[src/sv/graph_depth_first_walk_macros.svh]
// assertion helpers shared by the walker
`ifndef GRAPH_DEPTH_FIRST_WALK_MACROS_SVH
`define GRAPH_DEPTH_FIRST_WALK_MACROS_SVH

// same-cycle implication, checked out of reset
`define GDFW_ASSERT_NOW(label, ante, cons, msg) \
  label: assert property (@(posedge clk) disable iff (!rst_n) (ante) |-> (cons)) \
    else $error(msg);

// next-cycle implication, checked out of reset
`define GDFW_ASSERT_NEXT(label, ante, cons, msg) \
  label: assert property (@(posedge clk) disable iff (!rst_n) (ante) |=> (cons)) \
    else $error(msg);

`endif

[src/sv/gdfw_pkg.sv]
package gdfw_pkg;

  localparam int NODE_W = 3;
  localparam int MODE_W = 2;
  localparam int NODE_COUNT_DEF = 8;
  localparam int MAX_DEGREE_DEF = 8;

  typedef logic [NODE_W-1:0] node_t;
  typedef logic [MODE_W-1:0] mode_t;

  localparam mode_t MODE_ADD_EDGE  = 2'd0;
  localparam mode_t MODE_CLEAR_ALL = 2'd1;
  localparam mode_t MODE_WALK      = 2'd2;
  localparam mode_t MODE_CLR_MARKS = 2'd3;

  // controller to datapath
  typedef struct packed {
    logic load;
    logic clr_all;
    logic clr_mark;
    logic add_wr;
    logic start;
    logic cnt_load;
    logic list_rd;
    logic pop_rd;
    logic pop_load;
    logic push;
    logic emit_mid;
    logic emit_last;
  } cmd_t;

  // datapath to controller
  typedef struct packed {
    logic a_ok;
    logic a_visited;
    logic add_ok;
    logic has_next;
    logic depth_one;
    logic next_ok;
    logic out_free;
  } sts_t;

endpackage

[src/sv/graph_depth_first_walk.sv]
// depth-first walker over a small directed graph held as per-node neighbour lists
// input channel (in_valid/in_stall): one request of mode, node_a, node_b
//   add edge appends node_a -> node_b, dropped when the list is full or a node
//   is out of range; clear all empties lists and marks; clear marks keeps lists
// a walk request sends one result per newly visited node in preorder on the
// output channel (out_valid/out_stall), out_last set on the final one; a walk
// from a visited or out-of-range node sends nothing; marks persist across walks
// a walk scans stored edges one at a time through the single neighbour-list
// read port, pushes each newly visited node onto the stack and pops back to
// the parent node when a node's list is exhausted
// one request at a time: in_stall is high until the walk's last result sits
// in the output register; the next request may be taken while it waits
// a stalled receiver freezes the walk at its next result, nothing is lost
// reset (rst_n, synchronous) clears lists, marks and the stack at once; the
// list and stack memories themselves are not cleared
module graph_depth_first_walk #(
  parameter int NODE_COUNT = gdfw_pkg::NODE_COUNT_DEF,
  parameter int MAX_DEGREE = gdfw_pkg::MAX_DEGREE_DEF
) (
  input  logic             clk,
  input  logic             rst_n,
  input  logic             in_valid,
  output logic             in_stall,
  input  gdfw_pkg::mode_t  in_mode,
  input  gdfw_pkg::node_t  in_node_a,
  input  gdfw_pkg::node_t  in_node_b,
  output logic             out_valid,
  input  logic             out_stall,
  output gdfw_pkg::node_t  out_visited_node,
  output logic             out_last
);
  import gdfw_pkg::*;

  `include "graph_depth_first_walk_macros.svh"

  cmd_t cmd;
  sts_t sts;

  gdfw_ctrl u_ctrl (
    .clk      (clk),
    .rst_n    (rst_n),
    .in_valid (in_valid),
    .in_mode  (in_mode),
    .in_stall (in_stall),
    .sts      (sts),
    .cmd      (cmd)
  );

  gdfw_dp #(
    .NODE_COUNT (NODE_COUNT),
    .MAX_DEGREE (MAX_DEGREE)
  ) u_dp (
    .clk              (clk),
    .rst_n            (rst_n),
    .in_node_a        (in_node_a),
    .in_node_b        (in_node_b),
    .cmd              (cmd),
    .sts              (sts),
    .out_valid        (out_valid),
    .out_stall        (out_stall),
    .out_visited_node (out_visited_node),
    .out_last         (out_last)
  );

  `GDFW_ASSERT_NOW(a_emit_free, cmd.emit_mid || cmd.emit_last, sts.out_free, "result overwrites a waiting one")
  `GDFW_ASSERT_NOW(a_push_pop, cmd.push, !cmd.pop_rd && !cmd.list_rd, "stack push clashes with another step")
  `GDFW_ASSERT_NEXT(a_walk_busy, in_valid && !in_stall && in_mode == MODE_WALK, in_stall, "walk request not held off")

endmodule

[src/sv/gdfw_ctrl.sv]
module gdfw_ctrl (
  input  logic             clk,
  input  logic             rst_n,
  input  logic             in_valid,
  input  gdfw_pkg::mode_t  in_mode,
  output logic             in_stall,
  input  gdfw_pkg::sts_t   sts,
  output gdfw_pkg::cmd_t   cmd
);
  import gdfw_pkg::*;

  localparam logic [3:0] S_IDLE   = 4'd0;
  localparam logic [3:0] S_ADD_RD = 4'd1;
  localparam logic [3:0] S_ADD_WR = 4'd2;
  localparam logic [3:0] S_START  = 4'd3;
  localparam logic [3:0] S_CNT    = 4'd4;
  localparam logic [3:0] S_STEP   = 4'd5;
  localparam logic [3:0] S_NEXT   = 4'd6;
  localparam logic [3:0] S_POP    = 4'd7;
  localparam logic [3:0] S_END    = 4'd8;

  logic [3:0] state_r;
  logic [3:0] state_nxt;

  assign in_stall = (state_r != S_IDLE);

  always_comb begin
    cmd       = '0;
    state_nxt = state_r;
    case (state_r)
      S_IDLE: begin
        if (in_valid) begin
          cmd.load = 1'b1;
          case (in_mode)
            MODE_ADD_EDGE:  state_nxt = S_ADD_RD;
            MODE_CLEAR_ALL: cmd.clr_all = 1'b1;
            MODE_WALK:      state_nxt = S_START;
            default:        cmd.clr_mark = 1'b1;
          endcase
        end
      end
      // count read of the source is in flight
      S_ADD_RD: state_nxt = S_ADD_WR;
      S_ADD_WR: begin
        cmd.add_wr = sts.add_ok;
        state_nxt  = S_IDLE;
      end
      S_START: begin
        if (sts.a_ok && !sts.a_visited) begin
          cmd.start = 1'b1;
          state_nxt = S_CNT;
        end else begin
          state_nxt = S_IDLE;
        end
      end
      S_CNT: begin
        cmd.cnt_load = 1'b1;
        state_nxt    = S_STEP;
      end
      S_STEP: begin
        if (sts.has_next) begin
          cmd.list_rd = 1'b1;
          state_nxt   = S_NEXT;
        end else if (sts.depth_one) begin
          state_nxt = S_END;
        end else begin
          cmd.pop_rd = 1'b1;
          state_nxt  = S_POP;
        end
      end
      S_NEXT: begin
        if (sts.next_ok) begin
          // previous pending node goes out before the new one replaces it
          if (sts.out_free) begin
            cmd.push     = 1'b1;
            cmd.emit_mid = 1'b1;
            state_nxt    = S_CNT;
          end
        end else begin
          state_nxt = S_STEP;
        end
      end
      S_POP: begin
        cmd.pop_load = 1'b1;
        state_nxt    = S_STEP;
      end
      S_END: begin
        if (sts.out_free) begin
          cmd.emit_last = 1'b1;
          state_nxt     = S_IDLE;
        end
      end
      default: state_nxt = S_IDLE;
    endcase
  end

  always_ff @(posedge clk) begin
    if (!rst_n) begin
      state_r <= S_IDLE;
    end else begin
      state_r <= state_nxt;
    end
  end

endmodule

[src/sv/gdfw_dp.sv]
module gdfw_dp #(
  parameter int NODE_COUNT = gdfw_pkg::NODE_COUNT_DEF,
  parameter int MAX_DEGREE = gdfw_pkg::MAX_DEGREE_DEF
) (
  input  logic             clk,
  input  logic             rst_n,
  input  gdfw_pkg::node_t  in_node_a,
  input  gdfw_pkg::node_t  in_node_b,
  input  gdfw_pkg::cmd_t   cmd,
  output gdfw_pkg::sts_t   sts,
  output logic             out_valid,
  input  logic             out_stall,
  output gdfw_pkg::node_t  out_visited_node,
  output logic             out_last
);
  import gdfw_pkg::*;

  localparam int NIW = $clog2(NODE_COUNT);
  localparam int CW  = $clog2(MAX_DEGREE + 1);
  localparam int LAW = $clog2(NODE_COUNT * MAX_DEGREE);
  localparam int DW  = $clog2(NODE_COUNT + 1);
  localparam int SEW = NODE_W + 2 * CW;
  localparam int LDEPTH = NODE_COUNT * MAX_DEGREE;

  node_t a_r;
  node_t b_r;
  logic [NODE_COUNT-1:0] vis_r;
  logic [NODE_COUNT-1:0] cvld_r;

  logic [CW-1:0]     cnt_mem [NODE_COUNT];
  logic [CW-1:0]     cnt_q_r;
  logic              cvq_r;
  node_t             list_mem [LDEPTH];
  node_t             list_q_r;
  logic [SEW-1:0]    stk_mem [NODE_COUNT];
  logic [SEW-1:0]    stk_q_r;

  node_t             top_node_r;
  logic [CW-1:0]     top_idx_r;
  logic [CW-1:0]     top_cnt_r;
  logic [DW-1:0]     depth_r;
  node_t             pend_r;

  logic              out_valid_r;
  node_t             out_node_r;
  logic              out_last_r;

  logic [CW-1:0]     cnt_rd;
  logic [NIW-1:0]    cnt_ra;
  logic [NIW-1:0]    a_idx;
  logic [NIW-1:0]    nxt_idx;
  logic [LAW-1:0]    add_wa;
  logic [LAW-1:0]    list_ra;
  logic [NIW-1:0]    stk_wa;
  logic [NIW-1:0]    stk_ra;
  logic              out_free;

  assign a_idx   = NIW'(a_r);
  assign nxt_idx = NIW'(list_q_r);
  assign cnt_rd  = cvq_r ? cnt_q_r : '0;
  // count port serves the add source, the walk start and each pushed node
  assign cnt_ra  = cmd.push ? nxt_idx : a_idx;
  assign add_wa  = LAW'(a_idx) * LAW'(MAX_DEGREE) + LAW'(cnt_rd);
  assign list_ra = LAW'(NIW'(top_node_r)) * LAW'(MAX_DEGREE) + LAW'(top_idx_r);
  assign stk_wa  = NIW'(depth_r - DW'(1));
  assign stk_ra  = NIW'(depth_r - DW'(2));
  assign out_free = !out_valid_r || !out_stall;

  always_comb begin
    sts.a_ok      = int'(a_r) < NODE_COUNT;
    sts.a_visited = vis_r[a_idx];
    sts.add_ok    = (int'(a_r) < NODE_COUNT) && (int'(b_r) < NODE_COUNT)
                    && (cnt_rd < CW'(MAX_DEGREE));
    sts.has_next  = top_idx_r < top_cnt_r;
    sts.depth_one = depth_r == DW'(1);
    sts.next_ok   = (int'(list_q_r) < NODE_COUNT) && !vis_r[nxt_idx]
                    && (depth_r < DW'(NODE_COUNT));
    sts.out_free  = out_free;
  end

  // marks and count valid bits clear at once
  always_ff @(posedge clk) begin
    if (!rst_n) begin
      vis_r  <= '0;
      cvld_r <= '0;
    end else begin
      if (cmd.clr_all) begin
        vis_r  <= '0;
        cvld_r <= '0;
      end else if (cmd.clr_mark) begin
        vis_r <= '0;
      end else begin
        if (cmd.start) vis_r[a_idx] <= 1'b1;
        if (cmd.push)  vis_r[nxt_idx] <= 1'b1;
        if (cmd.add_wr) cvld_r[a_idx] <= 1'b1;
      end
    end
  end

  always_ff @(posedge clk) begin
    if (cmd.add_wr) begin
      cnt_mem[a_idx] <= cnt_rd + CW'(1);
    end
    cnt_q_r <= cnt_mem[cnt_ra];
    cvq_r   <= cvld_r[cnt_ra];
  end

  always_ff @(posedge clk) begin
    if (cmd.add_wr) begin
      list_mem[add_wa] <= b_r;
    end
    if (cmd.list_rd) begin
      list_q_r <= list_mem[list_ra];
    end
  end

  always_ff @(posedge clk) begin
    if (cmd.push) begin
      stk_mem[stk_wa] <= {top_node_r, top_idx_r, top_cnt_r};
    end
    if (cmd.pop_rd) begin
      stk_q_r <= stk_mem[stk_ra];
    end
  end

  always_ff @(posedge clk) begin
    if (cmd.load) begin
      a_r <= in_node_a;
      b_r <= in_node_b;
    end
    if (cmd.start) begin
      top_node_r <= a_r;
      top_idx_r  <= '0;
      pend_r     <= a_r;
    end else if (cmd.push) begin
      top_node_r <= list_q_r;
      top_idx_r  <= '0;
      pend_r     <= list_q_r;
    end else if (cmd.list_rd) begin
      top_idx_r <= top_idx_r + CW'(1);
    end else if (cmd.pop_load) begin
      {top_node_r, top_idx_r, top_cnt_r} <= stk_q_r;
    end
    if (cmd.cnt_load) begin
      top_cnt_r <= cnt_rd;
    end
  end

  always_ff @(posedge clk) begin
    if (!rst_n) begin
      depth_r <= '0;
    end else if (cmd.start) begin
      depth_r <= DW'(1);
    end else if (cmd.push) begin
      depth_r <= depth_r + DW'(1);
    end else if (cmd.pop_rd || cmd.emit_last) begin
      depth_r <= depth_r - DW'(1);
    end
  end

  always_ff @(posedge clk) begin
    if (!rst_n) begin
      out_valid_r <= 1'b0;
    end else if (cmd.emit_mid || cmd.emit_last) begin
      out_valid_r <= 1'b1;
    end else if (!out_stall) begin
      out_valid_r <= 1'b0;
    end
  end

  always_ff @(posedge clk) begin
    if (cmd.emit_mid || cmd.emit_last) begin
      out_node_r <= pend_r;
      out_last_r <= cmd.emit_last;
    end
  end

  assign out_valid        = out_valid_r;
  assign out_visited_node = out_node_r;
  assign out_last         = out_last_r;

endmodule
[config.mk]
export PLATFORM = sky130hd
export DESIGN_NAME = graph_depth_first_walk
export DESIGN_NICKNAME = d
export VERILOG_FILES = /design/src/sv/gdfw_pkg.sv /design/src/sv/graph_depth_first_walk.sv /design/src/sv/gdfw_ctrl.sv /design/src/sv/gdfw_dp.sv
export VERILOG_INCLUDE_DIRS = /design/src /design/src/sv
export SDC_FILE = /design/constraint.sdc
export NUM_CORES = 1
export LEC_CHECK = 0
export ABC_AREA = 1
export BUFFER_PORTS_ARGS = -buffer_cell sky130_fd_sc_hd__buf_2
export CORE_ASPECT_RATIO = 1.1
export CORE_MARGIN = 8
export CORE_UTILIZATION = 45
export CTS_CLUSTER_DIAMETER = 50
export DETAILED_ROUTE_END_ITERATION = 10
export HOLD_SLACK_MARGIN = 0.08
export PLACE_DENSITY = 0.71
export SLEW_MARGIN = 10
export SYNTH_ARGS = -nofsm -noshare
export SYNTH_HDL_FRONTEND = slang
export SYNTH_SLANG_ARGS = --single-unit
[constraint.sdc]
create_clock -name clk -period 3 [get_ports clk]
set_clock_uncertainty 0.15 [all_clocks]
set_input_delay 0.6 -clock clk [delete_from_list [all_inputs] [get_ports clk]]
set_output_delay 0.6 -clock clk [all_outputs]
set_load 0.005 [all_outputs]
==> flow_metrics.tcl <==
set metrics [dict create \
    status "completed" \
    cp-startpoint "u_dp.cvq_r" \
    ff2ff_path_depth 9 \
    cts_setup_buffers 0 \
    peakVddDrop_mv 0.410 \
    rows 72 \
    final_common_cell "edfxtp_1" \
    dp_hpwl_um 23000 \
    period_minus_slack_ns 2.56 \
    numCtsBuffers 41 \
    clock-root-buffer "clkbuf_16" \
    initial_utilization_pct 45.5 \
    syn2layout_area_growth_pct 13.2 \
    grt_usage_pct 17.3 \
    clk_latency_ns 0.53 \
    worstSetupPathType "reg2reg" \
    post-place-ws_ns 0.494 \
    slew_headroom_pct 45.3 \
    critPathMaxFanout 8 \
    power_density_mw_per_mm2 675 \
    ant_nets 0 \
    power_leakage_nw 6.33 \
    worstPathArrival_ns 2.61 \
    seqPwrFrac_pct 48.7 \
    tightest_slew_ns 0.819 \
    grt-ovfl-total 0 \
    io_buffers 17 \
    rsz0062_at_grt "false" \
    yosys_warnings 0 \
    cts_max_path_buffers 3 \
    power_frac_clock_pct 41.2 \
    place.gp.congestion 0.893 \
    maxCapViolations 0 \
    crit_end "u_dp.list_mem[38][1]" \
    synth_area_mm2 0.0159 \
    core_mm2 0.0350 \
    via_count 10900 \
    clock-sinks 380 \
    yosysUniqueCellTypes 33 \
    hold_buffers 2 \
    hold_viol 0 \
    h-tree-depth 2 \
    fp.dieH_um 213 \
    syn_inst 1400 \
    first_pass_iters 7 \
    fin_ws_ns 0.441 \
    min_from "in_node_a[0]" \
    layout-drive-gt1-share_pct 9.16 \
    drt-vias-per-instance 5.67 \
    pin_count 18 \
    reg2reg_to "u_dp.list_mem[38][1]" \
    drtIter0Drc 979 \
    ys_ff_latch 380 \
    worst-endpoint-required_ns 3.05 \
    syn_avg_cell_area_um2 11.4 \
    r2r_start "u_dp.cvq_r" \
    post-route-period-util_pct 85.3 \
    seq_area_frac_synth_pct 69.5 \
    switching_share_pct 24.1 \
    cts_tree "built" \
    wl_um 36700 \
    hold_ws_ns 0.0981 \
    cp-start-kind "flop" \
    syn_nets 1427 \
    cp-end-kind "flop" \
    max_freq_ghz 0.391 \
    ff2ff_setup_slack_ns 0.44 \
    fin_area_mm2 0.0180 \
    final_cell_mix "edfxtp_1, nor2_1, o21ai_0" \
    fin_nets 1469 \
    die_width_um 195 \
    ctsResizeCount 0 \
    setup_tns_ns 0 \
    avgRoutedWirePerCell_um 19.1 \
    dieArea_mm2 0.0417 \
    hold_path.class "in2reg" \
    grt_pass1_vias 10800 \
    switching_power_w 0.00293 \
    antenna_found_initial 0 \
    placed_cell_area_mm2 0.0167 \
    drc 0 \
    maxSlewViolCount 0 \
    p_comb_share_pct 10.1 \
    grt_max_degree 97 \
    clk_pin_slew_ns 0.05 \
    antenna_cells 0 \
    power.internal_w 0.00923 \
    grt_pass1_wl_um 57500 \
    setup_violations 0 \
]
-- kinds of logic after synthesis --
kind of cell | share of synthesized area (%)
buf+inv | 4.04
xor+xnor | 0.440
flops | 69.5
compound gates | 10.6
fa+ha+maj | 1.18
simple gates | 14.3
-- metrics by stage --
| stage | util, % | total power, W | instances |
|---|---|---|---|
| CTS | 51.4 | 0.0122 | 1917 |
| finish | 51.4 | 0.0122 | 1917 |
| detailed placement | 47.5 | 0.00726 | 1841 |
| floorplan | - | 0.00684 | 1400 |
| global placement | 47.5 | 0.00722 | 1841 |
| global route | 51.4 | 0.0126 | 1917 |
-- critical path, cell delays in order, from the launching register on --
cell and delay, ns:
dfxtp_1 0.36, nand2_1 0.18, inv_1 0.11, ha_1 0.21
ha_1 0.20, xnor2_1 0.14, buf_4 0.17, nor2_1 0.12
nand2_1 0.27, nor2_1 0.33
-- worst min path at each step --
stage | end | slack (ns) | depth (start not counted)
final | u_dp.a_idx[0] | 0.1 | 1
after global routing | u_dp.a_idx[0] | 0.08 | 1
after CTS | u_dp.b_r[0] | 0.09 | 1
after detailed placement | u_dp.out_visited_node[0] | 0.27 | 0
after global placement | u_dp.out_visited_node[0] | 0.25 | 0
after floorplan | u_dp.out_visited_node[0] | 0.25 | 0
-- final cells by class --
type	instances	area, µm²
Clock inverter	29	309
Fill cell	2918	17000
Tap cell	444	556
Sequential cell	380	11100
Multi-Input combinational cell	857	4220
Clock buffer	45	1040
Inverter	96	363
Timing Repair Buffer	66	470
-- Yosys cell counts (all sizes together) --
library cell	number	share of area [%]
a21oi	24	0.78
a31oi	18	0.71
buf	15	0.54
clkbuf	52	1.2
clkinv	1	0.024
dfxtp	34	4.3
edfxtp	346	65
ha	15	1.2
inv	95	2.3
nand2	136	3.2
nand3	84	2.7
nand3b	16	0.75
nand4	8	0.31
nor2	291	6.9
nor3	6	0.19
nor4	3	0.12
o211ai	28	1.3
o21ai	158	5.0
o221ai	24	1.3
o22ai	37	1.5
or2	1	0.039
xnor2	5	0.27
xor2	3	0.16
-- per-layer routing --
layer / share of wire [%] / up-vias / global-route usage (%)
li1: - / 5085 / -
met1: 40 / 5287 / 21.2
met2: 50 / 416 / 30.7
met3: 6.2 / 82 / 2.54
met4: 3.3 / 0 / 6.98
met5: 0 / - / 0
-- state kept, by name, summed over array words and instances (netlist names), 4 cells and up --
name / cells
u_dp.cnt_q_r: 4
u_dp.depth_r: 4
u_dp.list_mem: 192
u_dp.vis_r: 8
u_dp.top_cnt_r: 4
u_dp.stk_q_r: 11
u_dp.cvld_r: 8
u_dp.cnt_mem: 32
u_ctrl.state_r: 4
u_dp.stk_mem: 88
u_dp.top_idx_r: 4
-- power groups by stage --
stage / clock (W) / sequential [W] / combinational (W)
floorplan: 0 / 0.00606 / 0.000777
global placement: 0 / 0.00604 / 0.00118
detailed placement: 0 / 0.00604 / 0.00122
CTS: 0.00509 / 0.00593 / 0.00123
global route: 0.00531 / 0.00593 / 0.00137
finish: 0.00501 / 0.00593 / 0.00123
No activity file was read; power rests on OpenSTA's default activity.
